### config.mk
export PLATFORM = sky130hd
export DESIGN_NAME = bbht_datapath
export DESIGN_NICKNAME = d
export VERILOG_FILES = /design/src/bbht_pkg.sv /design/src/bbht_datapath.sv
export SDC_FILE = /design/constraint.sdc
export NUM_CORES = 2
export LEC_CHECK = 0
export BUFFER_PORTS_ARGS = -buffer_cell sky130_fd_sc_hd__clkbuf_2
export CAP_MARGIN = 10
export CORE_UTILIZATION = 57
export CTS_CLUSTER_DIAMETER = 50
export DETAILED_ROUTE_END_ITERATION = 6
export PLACE_DENSITY = 0.77
export SLEW_MARGIN = 20
export SYNTH_ARGS = -nofsm -noshare
export SYNTH_HDL_FRONTEND = slang
export SYNTH_SLANG_ARGS = --single-unit
### constraint.sdc
create_clock -name aclk -period 26.8 [get_ports aclk]
set_clock_uncertainty 0.2 [all_clocks]
set_input_delay 5.36 -clock aclk [delete_from_list [all_inputs] [get_ports aclk]]
set_output_delay 5.36 -clock aclk [all_outputs]
set_load 0.05 [all_outputs]
### src/bbht_pkg.sv
package bbht_pkg;
    localparam int MAX_LEVEL_DEF   = 8;
    localparam int COORD_WIDTH_DEF = 24;
    localparam int LEVEL_W         = 4;
    localparam int CFG_IDX_W       = 3;
    localparam int CFG_DATA_W      = 32;

    localparam logic [CFG_IDX_W-1:0] REG_BOX_LEFT    = 3'd0;
    localparam logic [CFG_IDX_W-1:0] REG_BOX_BOTTOM  = 3'd1;
    localparam logic [CFG_IDX_W-1:0] REG_BOX_RIGHT   = 3'd2;
    localparam logic [CFG_IDX_W-1:0] REG_BOX_TOP     = 3'd3;
    localparam logic [CFG_IDX_W-1:0] REG_DEPTH_LIMIT = 3'd4;

    // controller to datapath
    typedef struct packed {
        logic load;      // take input curve, level from limit
        logic bbox;      // register bounding box of current piece
        logic split;     // current <- left half, push right half
        logic pop;       // current <- top of stack
    } bbht_cmd_t;

    // datapath to controller
    typedef struct packed {
        logic disjoint;
        logic contained;
        logic level_zero;
        logic stack_empty;
    } bbht_stat_t;
endpackage

### src/bbht_datapath.sv
module bbht_datapath #(
    parameter int MAX_LEVEL   = bbht_pkg::MAX_LEVEL_DEF,
    parameter int COORD_WIDTH = bbht_pkg::COORD_WIDTH_DEF
) (
    input  logic                          aclk,
    input  logic                          aresetn,
    input  bbht_pkg::bbht_cmd_t           cmd,
    output bbht_pkg::bbht_stat_t          stat,
    input  logic signed [COORD_WIDTH-1:0] in_pt [8],
    input  logic signed [COORD_WIDTH-1:0] box_left,
    input  logic signed [COORD_WIDTH-1:0] box_bottom,
    input  logic signed [COORD_WIDTH-1:0] box_right,
    input  logic signed [COORD_WIDTH-1:0] box_top,
    input  logic [bbht_pkg::LEVEL_W-1:0]  depth_limit
);
    import bbht_pkg::*;

    localparam int DEPTH = (MAX_LEVEL > 0) ? MAX_LEVEL : 1;
    localparam int SP_W  = $clog2(DEPTH + 1);
    localparam int IDX_W = (DEPTH > 1) ? $clog2(DEPTH) : 1;
    localparam int PW    = 8 * COORD_WIDTH;

    typedef logic signed [COORD_WIDTH-1:0] crd_t;

    crd_t cur_reg [8];       // x0 y0 x1 y1 x2 y2 x3 y3
    logic [LEVEL_W-1:0] level_reg;
    logic [SP_W-1:0]    sp_reg;
    crd_t bx0_reg, bx1_reg, by0_reg, by1_reg;

    logic [PW-1:0]      halves_mem [DEPTH];
    logic [LEVEL_W-1:0] levels_mem [DEPTH];

    function automatic crd_t mid(input crd_t a, input crd_t b);
        logic signed [COORD_WIDTH:0] s;
        begin
            s = {a[COORD_WIDTH-1], a} + {b[COORD_WIDTH-1], b};
            mid = s[COORD_WIDTH:1];
        end
    endfunction

    function automatic crd_t mn(input crd_t a, input crd_t b);
        mn = (a < b) ? a : b;
    endfunction

    function automatic crd_t mx(input crd_t a, input crd_t b);
        mx = (a > b) ? a : b;
    endfunction

    // de Casteljau split, per coordinate
    crd_t lo [8];
    crd_t hi [8];
    always_comb begin
        for (int k = 0; k < 2; k++) begin
            crd_t a, b, d, e, f, g;
            a = mid(cur_reg[k],   cur_reg[2+k]);
            b = mid(cur_reg[2+k], cur_reg[4+k]);
            d = mid(cur_reg[4+k], cur_reg[6+k]);
            e = mid(a, b);
            f = mid(b, d);
            g = mid(e, f);
            lo[k] = cur_reg[k]; lo[2+k] = a; lo[4+k] = e; lo[6+k] = g;
            hi[k] = g; hi[2+k] = f; hi[4+k] = d; hi[6+k] = cur_reg[6+k];
        end
    end

    logic [PW-1:0] hi_flat, top_flat;
    always_comb begin
        for (int k = 0; k < 8; k++) hi_flat[k*COORD_WIDTH +: COORD_WIDTH] = hi[k];
    end

    logic [IDX_W-1:0] top_idx;
    assign top_idx  = IDX_W'(sp_reg - SP_W'(1));
    assign top_flat = halves_mem[top_idx];

    logic [LEVEL_W-1:0] lim;
    assign lim = (depth_limit > LEVEL_W'(MAX_LEVEL)) ? LEVEL_W'(MAX_LEVEL) : depth_limit;

    always_ff @(posedge aclk) begin
        if (cmd.load) begin
            cur_reg   <= in_pt;
            level_reg <= lim;
        end else if (cmd.split) begin
            cur_reg   <= lo;
            level_reg <= level_reg - LEVEL_W'(1);
        end else if (cmd.pop) begin
            for (int k = 0; k < 8; k++)
                cur_reg[k] <= top_flat[k*COORD_WIDTH +: COORD_WIDTH];
            level_reg <= levels_mem[top_idx];
        end
        if (cmd.bbox) begin
            bx0_reg <= mn(mn(cur_reg[0], cur_reg[2]), mn(cur_reg[4], cur_reg[6]));
            bx1_reg <= mx(mx(cur_reg[0], cur_reg[2]), mx(cur_reg[4], cur_reg[6]));
            by0_reg <= mn(mn(cur_reg[1], cur_reg[3]), mn(cur_reg[5], cur_reg[7]));
            by1_reg <= mx(mx(cur_reg[1], cur_reg[3]), mx(cur_reg[5], cur_reg[7]));
        end
        if (cmd.split && sp_reg < SP_W'(DEPTH)) begin
            halves_mem[sp_reg[IDX_W-1:0]] <= hi_flat;
            levels_mem[sp_reg[IDX_W-1:0]] <= level_reg - LEVEL_W'(1);
        end
    end

    always_ff @(posedge aclk) begin
        if (!aresetn) begin
            sp_reg <= '0;
        end else if (cmd.load) begin
            sp_reg <= '0;
        end else if (cmd.split && sp_reg < SP_W'(DEPTH)) begin
            sp_reg <= sp_reg + SP_W'(1);
        end else if (cmd.pop) begin
            sp_reg <= sp_reg - SP_W'(1);
        end
    end

    assign stat.disjoint = (bx1_reg < box_left) || (box_right < bx0_reg) ||
                           (by1_reg < box_bottom) || (box_top < by0_reg);
    assign stat.contained = (box_left <= bx0_reg) && (bx1_reg <= box_right) &&
                            (box_bottom <= by0_reg) && (by1_reg <= box_top);
    assign stat.level_zero  = (level_reg == '0);
    assign stat.stack_empty = (sp_reg == '0);
endmodule

==> flow_metrics.env <==
export IMPL_run_status="complete, no violations"
export IMPL_whs_ns=0.462
export IMPL_postCtsSetupRepairBufs=0
export IMPL_slew_viol_final=0
export IMPL_grt_use_total=0.316
export IMPL_rows=151
export IMPL_viasPerCell=6.41
export IMPL_ios=302
export IMPL_port_buffer_count=301
export IMPL_routed_via_count=62452
export IMPL_synth_top_family_by_area="multiplexers"
export IMPL_drt_total_wl_mm=275
export IMPL_relSlewSlack=0.194
export IMPL_drc=0
export IMPL_yosysSeqAreaShare=0.575
export IMPL_rsz0062_at_grt="no"
export IMPL_regToRegEndpoint="halves_mem[7][46]$_DFFE_PP_"
export IMPL_async_flop_share=0
export IMPL_grt_ovfl_total=0
export IMPL_core_sq_um=169000
export IMPL_synth_fa_ha_area_frac=0.0873
export IMPL_dr_first_iter_drc_count=7883
export IMPL_ant_nets=0
export IMPL_ys_ff_latch=1864
export IMPL_rrSetupSlack_ns=17.88
export IMPL_cp_max_fo=2
export IMPL_critPathCaptureType="output pin"
export IMPL_cts_clk_slew_worst_paths_ns=0.07
export IMPL_cts_made_buffers=199
export IMPL_largest_register_ffs=1536
export IMPL_die_area_sq_um=172000
export IMPL_hold_depth=2
export IMPL_hold_viol=0
export IMPL_final_setup_viol_count=0
export IMPL_fmax_mhz=69.4
export IMPL_hold_class="reg -> reg"
export IMPL_place_area_sq_um=102000
export IMPL_syn_area_per_cell_sq_um=14.0
export IMPL_htreeDepth=4
export IMPL_clock_sinks=1864
export IMPL_clk_latency_ns=0.87
export IMPL_period_needed_ns=14.42
export IMPL_min_to="sp_reg[3]$_SDFFE_PP0P_"
export IMPL_hp_start="sp_reg[3]$_SDFFE_PP0P_"
export IMPL_yosys_area_share_simple=0.0638
export IMPL_max_cap_violations=0
export IMPL_cp_start_kind="input port"
export IMPL_fin_setup_tns_ns=0
export IMPL_final_nets=8299
export IMPL_synth_edff_count=1860
export IMPL_ys_warnings_count=0
export IMPL_design_area_sq_um=109000
export IMPL_wl_per_cell_um=28.2
export IMPL_worst_slack_ns=12.38
export IMPL_die_h_um=415
export IMPL_cts_resized=0
export IMPL_synth_compound_area_frac=0.0835
export IMPL_drive_gt1_frac=0.165
export IMPL_grt_pass1_vias=61060
export IMPL_dp_hpwl_mm=193
export IMPL_yosysUniqueCellTypes=120
export IMPL_place_ws_ns=12.37
export IMPL_path_class="in -> out"
export IMPL_r2r_start="cur_reg[5]$_DFFE_PP_"
export IMPL_synth_nets=7929
export IMPL_grt_pass1_wl_mm=401
export IMPL_crit_arrival_ns=8.86
export IMPL_hold_buffers=0
export IMPL_netlist_instances=6959
export IMPL_start_util=0.574
export IMPL_syn_area_sq_um=97400
export IMPL_antenna_found_initial=44
export IMPL_finalCritPeriodShare=0.538
export IMPL_place_gp_congestion=0.999
export IMPL_worstPathRequired_ns=21.24
export IMPL_r2r_cells=26
export IMPL_worst_pin_slew_ns=1.20
export IMPL_root_buffer="clkbuf_16"
export IMPL_syn2layout_area_growth_pct=11.6
export IMPL_nFillCells=12092
export IMPL_synthXorXnorAreaFrac=0.0265
export IMPL_firstDrtPassIters=6
export IMPL_cts_tree="built"
export IMPL_synthFlopType="edfxtp_1"
export IMPL_die_w_um=415
export IMPL_muxShareOfSynthArea=0.136
export IMPL_clockBufferDepth=3
export IMPL_grt_max_degree=115
-- cells in the final DEF, fill, tap and decap left out, types with 14 or more instances in the layout --
master	netlist	routed
ha_1	660	659
clkinv_2	0	32
diode_2	0	28
nand4_1	90	90
nand3_1	40	40
a21oi_1	437	437
buf_4	1	103
o21bai_1	55	54
nand2_1	347	346
o21ai_0	342	341
nor3_1	67	64
o21a_1	76	76
and3_1	25	25
nand2b_1	97	97
nor2b_1	98	98
a31oi_1	25	24
a21o_1	105	104
and2_1	17	17
o211ai_1	23	23
a21boi_0	16	16
inv_1	480	480
bufinv_16	0	17
or3_1	20	19
a211oi_1	26	26
o21ai_1	13	14
xor2_1	83	80
nor2_1	420	415
clkbuf_2	0	298
xnor2_1	165	154
mux2i_1	429	428
mux4_2	392	392
clkbuf_1	175	34
clkbuf_16	0	201
edfxtp_1	1860	1860
o31ai_1	17	16
clkinv_1	1	37
-- worst max-delay path by stage --
stage,start,endpoint,slack (ns),cells past startpoint
3_5_place_dp,box_top[1],stat[3],12.37,17
2_1_floorplan,cmd[1],halves_mem[0][0]$_DFFE_PP_,1.36,3
6_report,box_top[1],stat[3],12.38,17
3_3_place_gp,box_top[1],stat[3],12.26,17
4_1_cts,box_top[1],stat[3],12.37,17
5_1_grt,box_top[1],stat[3],12.28,17
-- worst max-delay path, cell delays in order --
cell and delay, ns:
clkbuf_2 0.10, ha_1 0.28, a21oi_1 0.14, nor2b_1 0.06
o21ai_0 0.15, nand2b_1 0.07, a21oi_1 0.15, nor2b_1 0.06
o21ai_0 0.14, nand2b_1 0.07, a21oi_1 0.18, nor3_1 0.10
a211oi_1 0.43, nor3_1 0.12, o21ai_0 0.92, or4_1 0.21
clkbuf_2 0.30
-- layer usage --
layer,part of all wire,up-vias,GRT usage,routed length [um]
li1,-,27446,-,-
met1,0.42,31407,0.464,115000
met2,0.45,3135,0.473,123000
met3,0.093,450,0.0535,25600
met4,0.039,14,0.126,10700
met5,0.00032,-,0.00361,89
-- per-stage QoR --
stage	utilization	cells
global route	0.641	9736
CTS	0.640	9715
floorplan	-	6959
global placement	0.601	9345
detailed placement	0.601	9345
finish	0.641	9744
-- synth_stat cells (23+ instances only) --
cell,instances,area (sq um)
a21oi_1,437,2190
nand2b_1,97,607
a21o_1,105,788
xnor2_1,165,1450
a211oi_1,26,195
nor3_1,67,335
nand2_1,347,1300
clkbuf_1,175,657
inv_1,480,1800
nand3_1,40,200
mux4_2,392,8830
o21a_1,76,571
o21ai_0,342,1710
o211ai_1,23,173
mux2i_1,429,4290
o21bai_1,55,413
nor2b_1,98,613
edfxtp_1,1860,55900
and3_1,25,156
nand4_1,90,563
nor2_1,420,1580
ha_1,660,8260
a31oi_1,25,156
buf_1,52,195
xor2_1,83,727
-- cell families after synthesis --
kind of cell / count (synthesis)
compound gates: 1299
xor+xnor: 268
fa+ha+maj: 672
buf+inv: 723
flops: 1864
mux: 831
simple gates: 1302
-- layout make-up --
class                      instances  area (sq um)  share of cell area
antenna                           28          70.1            0.000645
clock buffer                     235          5160              0.0475
clock inverter                   135          1520              0.0140
inverter                         483          1810              0.0167
multi-input combinational       4372         38900               0.358
sequential                      1864         55900               0.515
tap                             2218          2780              0.0256
timing repair buffer             409          2400              0.0221
Power is left out: the tool's default activity adds up to more than one toggle a clock period on the data nets, which glitch-free logic cannot reach.
